**src/hdl/msl_pkg.sv**
```systemverilog
// Package for the motor speed slew limiter: request and response structs,
// function and drive codes, default parameter values. Depends on nothing.
`default_nettype none

package msl_pkg;

  // Default parameter values
  localparam int unsigned SPEED_FRAC_BITS_DEF = 14;
  localparam int unsigned TIME_BITS_DEF       = 24;

  // Fixed field widths
  localparam int unsigned ACCEL_W   = 24;
  localparam int unsigned ELAPSED_W = 24;
  localparam int unsigned TARGET_W  = 16;
  localparam int unsigned SPEED_O_W = 16;
  localparam int unsigned DUTY_W    = 15;

  // Duty full scale is 2^DUTY_FULL_BITS, step product carries RATE_SHIFT fraction bits
  localparam int unsigned DUTY_FULL_BITS = 14;
  localparam int unsigned RATE_SHIFT     = 16;

  typedef enum logic [1:0] {
    FUNC_TICK   = 2'd0,
    FUNC_TARGET = 2'd1,
    FUNC_BRAKE  = 2'd2
  } func_e;

  typedef enum logic [1:0] {
    MODE_COAST   = 2'd0,
    MODE_FORWARD = 2'd1,
    MODE_REVERSE = 2'd2,
    MODE_BRAKE   = 2'd3
  } drive_mode_e;

  typedef struct packed {
    logic [1:0]                 func;
    logic signed [TARGET_W-1:0] target_value;
    logic [ELAPSED_W-1:0]       elapsed_us;
  } in_req_t;

  typedef struct packed {
    logic signed [SPEED_O_W-1:0] current_speed;
    logic [1:0]                  drive_mode;
    logic [DUTY_W-1:0]           duty_magnitude;
  } out_rsp_t;

endpackage

`default_nettype wire

```
**src/hdl/msl_prep.sv**
```systemverilog
// Input stage of the slew limiter: acceleration register, step product with
// saturation, target clamp, and the input request register. Uses msl_pkg.
`default_nettype none

module msl_prep #(
  parameter int unsigned SPEED_FRAC_BITS = msl_pkg::SPEED_FRAC_BITS_DEF,
  parameter int unsigned TIME_BITS       = msl_pkg::TIME_BITS_DEF
) (
  input  logic                              clk_i,
  input  logic                              rst_ni,
  input  logic                              cfg_valid_i,
  input  logic [msl_pkg::ACCEL_W-1:0]       cfg_data_i,
  input  logic                              in_valid_i,
  input  msl_pkg::in_req_t                  in_req_i,
  output logic                              in_stall_o,
  input  logic                              adv_i,
  output logic                              s1_valid_o,
  output logic [1:0]                        s1_func_o,
  output logic signed [SPEED_FRAC_BITS+1:0] s1_target_o,
  output logic [SPEED_FRAC_BITS+2:0]        s1_step_o
);
  import msl_pkg::*;

  localparam int unsigned SPEED_W = SPEED_FRAC_BITS + 2;
  localparam int unsigned STEP_W  = SPEED_FRAC_BITS + 3;
  localparam int unsigned DT_W    = (TIME_BITS < ELAPSED_W) ? TIME_BITS : ELAPSED_W;
  localparam int unsigned PROD_W  = ACCEL_W + DT_W;
  localparam int unsigned SHR_W   = PROD_W - RATE_SHIFT;
  localparam int unsigned CMP_W   = (SHR_W > STEP_W) ? SHR_W : STEP_W;
  localparam int unsigned TW      = (SPEED_W > TARGET_W + 1) ? SPEED_W : TARGET_W + 1;

  localparam logic [CMP_W-1:0]     STEP_MAX = CMP_W'(1) << (SPEED_FRAC_BITS + 2);
  localparam logic signed [TW-1:0] FULL_T   = TW'(1) << SPEED_FRAC_BITS;

  logic [ACCEL_W-1:0] accel_q;
  logic               s1_valid_q;
  logic [1:0]         func_q;
  logic signed [SPEED_W-1:0] target_q, target_d;
  logic [STEP_W-1:0]  step_q, step_d;

  logic [DT_W-1:0]       dt;
  logic [PROD_W-1:0]     prod;
  logic [CMP_W-1:0]      step_full;
  logic signed [TW-1:0]  tgt_w;
  logic                  en;

  assign dt        = in_req_i.elapsed_us[DT_W-1:0];
  assign prod      = PROD_W'(accel_q) * PROD_W'(dt);
  assign step_full = CMP_W'(prod >> RATE_SHIFT);
  assign step_d    = (step_full > STEP_MAX) ? STEP_MAX[STEP_W-1:0] : step_full[STEP_W-1:0];

  always_comb begin
    tgt_w = TW'(in_req_i.target_value);
    if (tgt_w > FULL_T) begin
      target_d = FULL_T[SPEED_W-1:0];
    end else if (tgt_w < -FULL_T) begin
      target_d = SPEED_W'(-FULL_T);
    end else begin
      target_d = tgt_w[SPEED_W-1:0];
    end
  end

  // Stage loads when empty or when its request moves on
  assign en         = !s1_valid_q || adv_i;
  assign in_stall_o = !en;

  always_ff @(posedge clk_i or negedge rst_ni) begin
    if (!rst_ni) begin
      accel_q    <= '0;
      s1_valid_q <= 1'b0;
    end else begin
      if (cfg_valid_i) begin
        accel_q <= cfg_data_i;
      end
      if (en) begin
        s1_valid_q <= in_valid_i;
      end
    end
  end

  always_ff @(posedge clk_i) begin
    if (en && in_valid_i) begin
      func_q   <= in_req_i.func;
      target_q <= target_d;
      step_q   <= step_d;
    end
  end

  assign s1_valid_o  = s1_valid_q;
  assign s1_func_o   = func_q;
  assign s1_target_o = target_q;
  assign s1_step_o   = step_q;

endmodule

`default_nettype wire

```
**src/hdl/msl_ramp.sv**
```systemverilog
// Ramp stage of the slew limiter: speed and goal state, H-bridge drive
// derivation and the response register. Uses msl_pkg.
`default_nettype none

module msl_ramp #(
  parameter int unsigned SPEED_FRAC_BITS = msl_pkg::SPEED_FRAC_BITS_DEF
) (
  input  logic                              clk_i,
  input  logic                              rst_ni,
  input  logic                              s1_valid_i,
  input  logic [1:0]                        s1_func_i,
  input  logic signed [SPEED_FRAC_BITS+1:0] s1_target_i,
  input  logic [SPEED_FRAC_BITS+2:0]        s1_step_i,
  output logic                              adv_o,
  output logic                              out_valid_o,
  input  logic                              out_stall_i,
  output msl_pkg::out_rsp_t                 out_rsp_o
);
  import msl_pkg::*;

  localparam int unsigned SPEED_W = SPEED_FRAC_BITS + 2;
  localparam int unsigned MAG_W   = SPEED_FRAC_BITS + 1;
  localparam int unsigned WIDE    = SPEED_FRAC_BITS + 4;
  localparam int unsigned DWIDE   = MAG_W + DUTY_FULL_BITS;

  localparam logic signed [WIDE-1:0] FULL_W = WIDE'(1) << SPEED_FRAC_BITS;
  localparam logic [DUTY_W-1:0]      DUTY_MAX = DUTY_W'(1) << DUTY_FULL_BITS;

  logic signed [SPEED_W-1:0] ramp_q, ramp_d, goal_q, goal_d;
  logic [1:0]                mode_q, mode_d;
  logic [DUTY_W-1:0]         duty_q, duty_d;
  logic                      out_valid_q;
  out_rsp_t                  rsp_q;
  logic                      load;

  assign adv_o = !(out_valid_q && out_stall_i);
  assign load  = adv_o && s1_valid_i;

  always_comb begin
    logic signed [WIDE-1:0] ramp_w;
    logic signed [WIDE-1:0] goal_w;
    logic signed [WIDE-1:0] step_w;
    logic signed [WIDE-1:0] diff;
    logic signed [WIDE-1:0] gap;
    logic signed [WIDE-1:0] moved;
    logic signed [SPEED_W-1:0] nxt;
    logic signed [SPEED_W-1:0] abs_s;
    logic [DWIDE-1:0]          duty_w;

    ramp_d = ramp_q;
    goal_d = goal_q;
    mode_d = mode_q;
    duty_d = duty_q;

    ramp_w = WIDE'(ramp_q);
    goal_w = WIDE'(goal_q);
    step_w = $signed({1'b0, s1_step_i});
    diff   = goal_w - ramp_w;
    gap    = diff[WIDE-1] ? -diff : diff;
    moved  = diff[WIDE-1] ? ramp_w - step_w : ramp_w + step_w;

    // Step toward the goal and clamp, or snap when within one step
    if (gap > step_w) begin
      if (moved > FULL_W) begin
        nxt = FULL_W[SPEED_W-1:0];
      end else if (moved < -FULL_W) begin
        nxt = SPEED_W'(-FULL_W);
      end else begin
        nxt = moved[SPEED_W-1:0];
      end
    end else begin
      nxt = goal_q;
    end

    abs_s  = nxt[SPEED_W-1] ? -nxt : nxt;
    duty_w = {abs_s[MAG_W-1:0], DUTY_FULL_BITS'(0)} >> SPEED_FRAC_BITS;

    case (s1_func_i)
      FUNC_TICK: begin
        ramp_d = nxt;
        if (nxt == '0) begin
          mode_d = MODE_COAST;
          duty_d = '0;
        end else begin
          mode_d = nxt[SPEED_W-1] ? MODE_REVERSE : MODE_FORWARD;
          duty_d = (DWIDE'(duty_w) > DWIDE'(DUTY_MAX)) ? DUTY_MAX : duty_w[DUTY_W-1:0];
        end
      end
      FUNC_TARGET: begin
        goal_d = s1_target_i;
      end
      FUNC_BRAKE: begin
        ramp_d = '0;
        goal_d = '0;
        mode_d = MODE_BRAKE;
        duty_d = '0;
      end
      default: begin
      end
    endcase
  end

  always_ff @(posedge clk_i or negedge rst_ni) begin
    if (!rst_ni) begin
      ramp_q      <= '0;
      goal_q      <= '0;
      mode_q      <= MODE_COAST;
      duty_q      <= '0;
      out_valid_q <= 1'b0;
    end else begin
      if (adv_o) begin
        out_valid_q <= s1_valid_i;
      end
      if (load) begin
        ramp_q <= ramp_d;
        goal_q <= goal_d;
        mode_q <= mode_d;
        duty_q <= duty_d;
      end
    end
  end

  always_ff @(posedge clk_i) begin
    if (load) begin
      rsp_q.current_speed  <= SPEED_O_W'(ramp_d);
      rsp_q.drive_mode     <= mode_d;
      rsp_q.duty_magnitude <= duty_d;
    end
  end

  assign out_valid_o = out_valid_q;
  assign out_rsp_o   = rsp_q;

  a_coast_idle: assert property (@(posedge clk_i) disable iff (!rst_ni)
    mode_q == MODE_COAST |-> (ramp_q == '0 && duty_q == '0))
    else $error("coast with nonzero speed or duty");

  a_brake_stopped: assert property (@(posedge clk_i) disable iff (!rst_ni)
    mode_q == MODE_BRAKE |-> (ramp_q == '0 && duty_q == '0))
    else $error("brake with nonzero speed or duty");

  a_speed_range: assert property (@(posedge clk_i) disable iff (!rst_ni)
    (WIDE'(ramp_q) <= FULL_W) && (WIDE'(ramp_q) >= -FULL_W)
    && (WIDE'(goal_q) <= FULL_W) && (WIDE'(goal_q) >= -FULL_W))
    else $error("speed state outside full scale");

  a_drive_sign: assert property (@(posedge clk_i) disable iff (!rst_ni)
    (mode_q != MODE_FORWARD || ramp_q > 0) && (mode_q != MODE_REVERSE || ramp_q < 0))
    else $error("drive direction disagrees with speed sign");

  a_state_only_on_load: assert property (@(posedge clk_i) disable iff (!rst_ni)
    !load |=> $stable(ramp_q) && $stable(goal_q) && $stable(mode_q))
    else $error("state changed without a request");

endmodule

`default_nettype wire

```
**src/hdl/motor_speed_slew_limiter.sv**
```systemverilog
// Top level of the motor speed slew limiter: connects the input stage and
// the ramp stage. Uses msl_pkg, msl_prep and msl_ramp.
`default_nettype none

// Slew-rate limited DC motor speed with H-bridge drive. Each request gives
// exactly one response: a tick (func 0) moves the speed toward the goal by
// (accel_rate * elapsed_us) >> 16, saturated at four times full scale, and
// snaps to the goal when within one step; a set-target (func 1) clamps and
// stores the goal and repeats the present drive; a brake (func 2) zeroes both
// speeds and drives both legs high until the next tick; code three leaves the
// state alone. Speeds are signed with SPEED_FRAC_BITS fraction bits, full scale
// 2^SPEED_FRAC_BITS; duty is scaled so that 16384 is 100 percent.
// Timing: one request per cycle sustained while out_stall_i is low; an accepted
// request goes to the input register and then to the output register. The step
// multiplier (24 by up to 24 bits) and the target clamp sit in front of the
// input register; the subtract, compare and clamp that close the loop on the
// speed state sit between the input and the output register. A waiting
// response does not block the next request if the input register is empty:
// the input register takes it while the output register holds.
// Write accel_rate only while no request is in flight.

module motor_speed_slew_limiter #(
  parameter int unsigned SPEED_FRAC_BITS = msl_pkg::SPEED_FRAC_BITS_DEF,
  parameter int unsigned TIME_BITS       = msl_pkg::TIME_BITS_DEF
) (
  input  logic                        clk_i,
  input  logic                        rst_ni,
  input  logic                        cfg_valid_i,
  output logic                        cfg_ready_o,
  input  logic [msl_pkg::ACCEL_W-1:0] cfg_data_i,
  input  logic                        in_valid_i,
  output logic                        in_stall_o,
  input  msl_pkg::in_req_t            in_req_i,
  output logic                        out_valid_o,
  input  logic                        out_stall_i,
  output msl_pkg::out_rsp_t           out_rsp_o
);
  import msl_pkg::*;

  logic                              adv;
  logic                              s1_valid;
  logic [1:0]                        s1_func;
  logic signed [SPEED_FRAC_BITS+1:0] s1_target;
  logic [SPEED_FRAC_BITS+2:0]        s1_step;

  // Register write is always accepted
  assign cfg_ready_o = 1'b1;

  // Register the request, form the step and clamp the target
  msl_prep #(
    .SPEED_FRAC_BITS (SPEED_FRAC_BITS),
    .TIME_BITS       (TIME_BITS)
  ) u_prep (
    .clk_i       (clk_i),
    .rst_ni      (rst_ni),
    .cfg_valid_i (cfg_valid_i),
    .cfg_data_i  (cfg_data_i),
    .in_valid_i  (in_valid_i),
    .in_req_i    (in_req_i),
    .in_stall_o  (in_stall_o),
    .adv_i       (adv),
    .s1_valid_o  (s1_valid),
    .s1_func_o   (s1_func),
    .s1_target_o (s1_target),
    .s1_step_o   (s1_step)
  );

  // Advance the speed state and register the response
  msl_ramp #(
    .SPEED_FRAC_BITS (SPEED_FRAC_BITS)
  ) u_ramp (
    .clk_i       (clk_i),
    .rst_ni      (rst_ni),
    .s1_valid_i  (s1_valid),
    .s1_func_i   (s1_func),
    .s1_target_i (s1_target),
    .s1_step_i   (s1_step),
    .adv_o       (adv),
    .out_valid_o (out_valid_o),
    .out_stall_i (out_stall_i),
    .out_rsp_o   (out_rsp_o)
  );

endmodule

`default_nettype wire
```
**config.mk**
```make
export PLATFORM = sky130hd
export DESIGN_NAME = motor_speed_slew_limiter
export DESIGN_NICKNAME = d
export VERILOG_FILES = /design/src/hdl/msl_pkg.sv /design/src/hdl/msl_prep.sv /design/src/hdl/msl_ramp.sv /design/src/hdl/motor_speed_slew_limiter.sv
export SDC_FILE = /design/constraint.sdc
export NUM_CORES = 2
export LEC_CHECK = 0
export BUFFER_PORTS_ARGS = -buffer_cell sky130_fd_sc_hd__buf_4
export CAP_MARGIN = 25
export CORE_MARGIN = 1
export CORE_UTILIZATION = 43
export DETAILED_ROUTE_END_ITERATION = 10
export SLEW_MARGIN = 30
export SYNTH_ARGS = -nofsm -noshare
export SYNTH_HDL_FRONTEND = slang
export SYNTH_SLANG_ARGS = --single-unit
```
**constraint.sdc**
```tcl
create_clock -name clk_i -period 8.29 [get_ports clk_i]
set_input_delay 0.829 -clock clk_i [delete_from_list [all_inputs] [get_ports clk_i]]
set_output_delay 0.829 -clock clk_i [all_outputs]
set_load 0.01 [all_outputs]
```
==> metrics.yaml <==
outcome: "finished, final reports clean"
grt_max_degree: 76
path_class: "reg2reg"
slew_headroom_pct: 37.51
io_pins: 107
setup_viol: 0
die_height_um: 255.7
min_period_over_period_pct: 96.14
drt_iter0_drc: 1188
grt_pass1_vias: 22984
synth_area_mm2: 0.02767
crit_path_frequent_cell: "fa_1"
drv_slew: 0
r2r_end: "u_prep.s1_step_o[16]"
r2r_slack_ns: 0.32
synth_top_cell_area_share_pct: 34.95
placed_area_mm2: 0.02965
hold_buffers: 0
crit_path_end_kind: "flip-flop"
async_reset_ff_share_pct: 52.45
clock-sinks: 143
multiInputGateArea_mm2: 0.02114
synth_top_flop_cell: "dfrtp_1"
clk_pin_slew_ns: 0.08
ys_ff_latch: 143
grt_use_total_pct: 23.83
die_x_um: 255.7
worst_skew_pair.late_latency_ns: 0.48
synthesis.nets: 3850
wire_per_inst_um: 18.90
syn2layout_area_growth_pct: 9.555
antenna_cells: 0
clock_path_buffers: 2
cts-root-buf: "clkbuf_16"
layout_min_cycle_time_ns: 7.970
fill_cells: 6029
cp_max_fo: 19
cts_made_buffers: 17
worstPathRequired_ns: 8.48
htree_levels: 4
cp_slowest_stage_delay_ns: 0.67
final_cell_area_mm2: 0.03031
yosysSeqAreaShare_pct: 14.16
ys_types: 79
fmax_mhz: 125.5
reg2reg_depth: 25
reg2reg_from: "u_prep.accel_q[14]"
drive_above_1_share_pct: 9.215
synth_area_leader_cell: "fa_1"
avgSynthCellArea_um2: 9.010
rows: 92
core_region_area_mm2: 0.06331
die_area_mm2: 0.06536
antenna_found_initial: 2
cp.arrival_ns: 8.16
portBuffers: 105
grt_first_pass_wirelength_mm: 122.9
firstDrtPassIters: 5
final_nets: 3913
ant_nets: 0
grt_overflow: 0
rsz0062_at_grt: "false"
num_vias: 21526
synth.area.top_cells: "fa_1 (35%), ha_1 (10%), inv_1 (7.5%)"
drc: 0
worst_slew_pin_slew_ns: 0.9350
hold_class: "in2async"
ff_latch_area_mm2: 0.003930
gp_congestion: 0.9002
wirelength_mm: 75.46
clock_skew_ns: 0.02013
cp_slowest_cell: "dfrtp_1"
synth_edf_count: 68
syn_inst: 3071
cts_tree: "built"
crit_path_start_kind: "flip-flop"
post-dp-hpwl_mm: 62.43
hold_viol_final: 0
synth_warnings: 0
vias_per_cell: 5.391
start_util_pct: 43.70
cap_viol_max_count: 0
worst max path at each step:
stage | depth (start not counted) | from | end
floorplan | 27 | in_req_i[3] | u_prep.s1_step_o[16]
global placement | 29 | in_req_i[0] | u_prep.s1_step_o[11]
detailed placement | 28 | in_req_i[0] | u_prep.s1_step_o[16]
CTS | 25 | u_prep.accel_q[9] | u_prep.s1_step_o[16]
global route | 27 | u_prep.accel_q[7] | u_prep.s1_step_o[13]
finish | 25 | u_prep.accel_q[14] | u_prep.s1_step_o[16]
critical path, delay by kind of cell, from the launching register on:
family	cells	cell delay (ns)
AOI/OAI and AO/OA	5	1.07
buffers and inverters	4	0.39
and+or+nand+nor	7	1.58
xor gates and xnor gates	1	0.17
DFF	1	0.67
adders and majority gates	8	3.81
cells in the final DEF (no fill, tap or decap), types with 23 or more instances in the layout:
cell type,synthesis,routed
ha_1,225,225
dfrtp_1,75,66
buf_4,2,186
xor2_1,34,34
a21o_1,39,39
nor3_1,24,23
edfxtp_1,68,68
fa_1,483,483
inv_1,552,552
nand2_1,517,517
nand2b_1,32,32
nor4_1,27,27
nand3_1,23,23
a21oi_1,75,75
xnor2_1,53,53
and2_1,216,216
o21ai_0,98,98
mux2_2,35,35
nor2_1,77,76
metrics by stage:
stage / worst slack, ns / hold slack [ns] / utilization (%) / instances / setup TNS, ns
3_5_place_dp: -0.06087 / 0.4772 / 46.84 / 3961 / -0.1619
3_3_place_gp: 0.01732 / 0.4672 / 46.84 / 3961 / 0
2_1_floorplan: 0.2334 / 0.4436 / - / 3071 / 0
4_1_cts: 0.1593 / 0.1864 / 47.85 / 3993 / 0
5_1_grt: 0.01859 / 0.2169 / 47.88 / 3993 / 0
6_report: 0.3196 / 0.2201 / 47.88 / 3993 / 0
synth_stat cells (14+ instances only):
cell type / count
inv_1: 552
nand2_1: 517
fa_1: 483
ha_1: 225
and2_1: 216
clkbuf_1: 140
o21ai_0: 98
nor2_1: 77
a21oi_1: 75
dfrtp_1: 75
edfxtp_1: 68
xnor2_1: 53
a21o_1: 39
mux2_2: 35
xor2_1: 34
nand2b_1: 32
nor4_1: 27
nor3_1: 24
nand3_1: 23
a22o_1: 19
a31oi_1: 19
or3_1: 15
nand4_1: 14
o21a_1: 14
per-layer routing:
metal  up-vias  wire length (µm)  track usage [%]
met4         4              2738            9.531
met2       596             37230            40.66
li1       9809                 -                -
met5         -                27                0
met1     10973             31980            30.84
met3       144              3482            2.723
logic make-up after synthesis:
kind of cell,count (synthesis),share of synthesized area (%)
buffers and inverters,699,9.523
adder cells (fa/ha/maj),708,45.12
AND/OR/NAND/NOR,1001,17.27
flip-flops,143,14.16
other,1,0.01355
multiplexers,47,1.859
XOR/XNOR,87,2.754
AO/OA/AOI/OAI,385,9.302
sequential cells by signal, indices dropped and copies added (netlist names):
| signal | cells |
|---|---|
| u_ramp.duty_q | 15 |
| u_prep.s1_valid_o | 1 |
| u_ramp.mode_q | 2 |
| u_prep.s1_step_o | 17 |
| u_prep.s1_func_o | 2 |
| u_prep.accel_q | 24 |
| u_ramp.out_valid_o | 1 |
| u_ramp.ramp_q | 16 |
| u_ramp.goal_q | 16 |
| u_ramp.out_rsp_o | 33 |
| u_prep.s1_target_o | 16 |
layout make-up:
class | instances | area share, %
clock buffer | 18 | 1.449
clock inverter | 14 | 0.6563
inverter | 552 | 6.835
multi-input combinational | 2229 | 69.72
sequential | 143 | 12.96
tap | 846 | 3.492
timing repair buffer | 191 | 4.879
repair_timing:
item,4_1_cts,5_1_grt
gates resized for setup,0,11
setup buffers,0,0
endpoints found under the setup margin,0,26
Power is not shown: default switching activity piles up to over one toggle a cycle in this logic, so the estimate is an artifact.
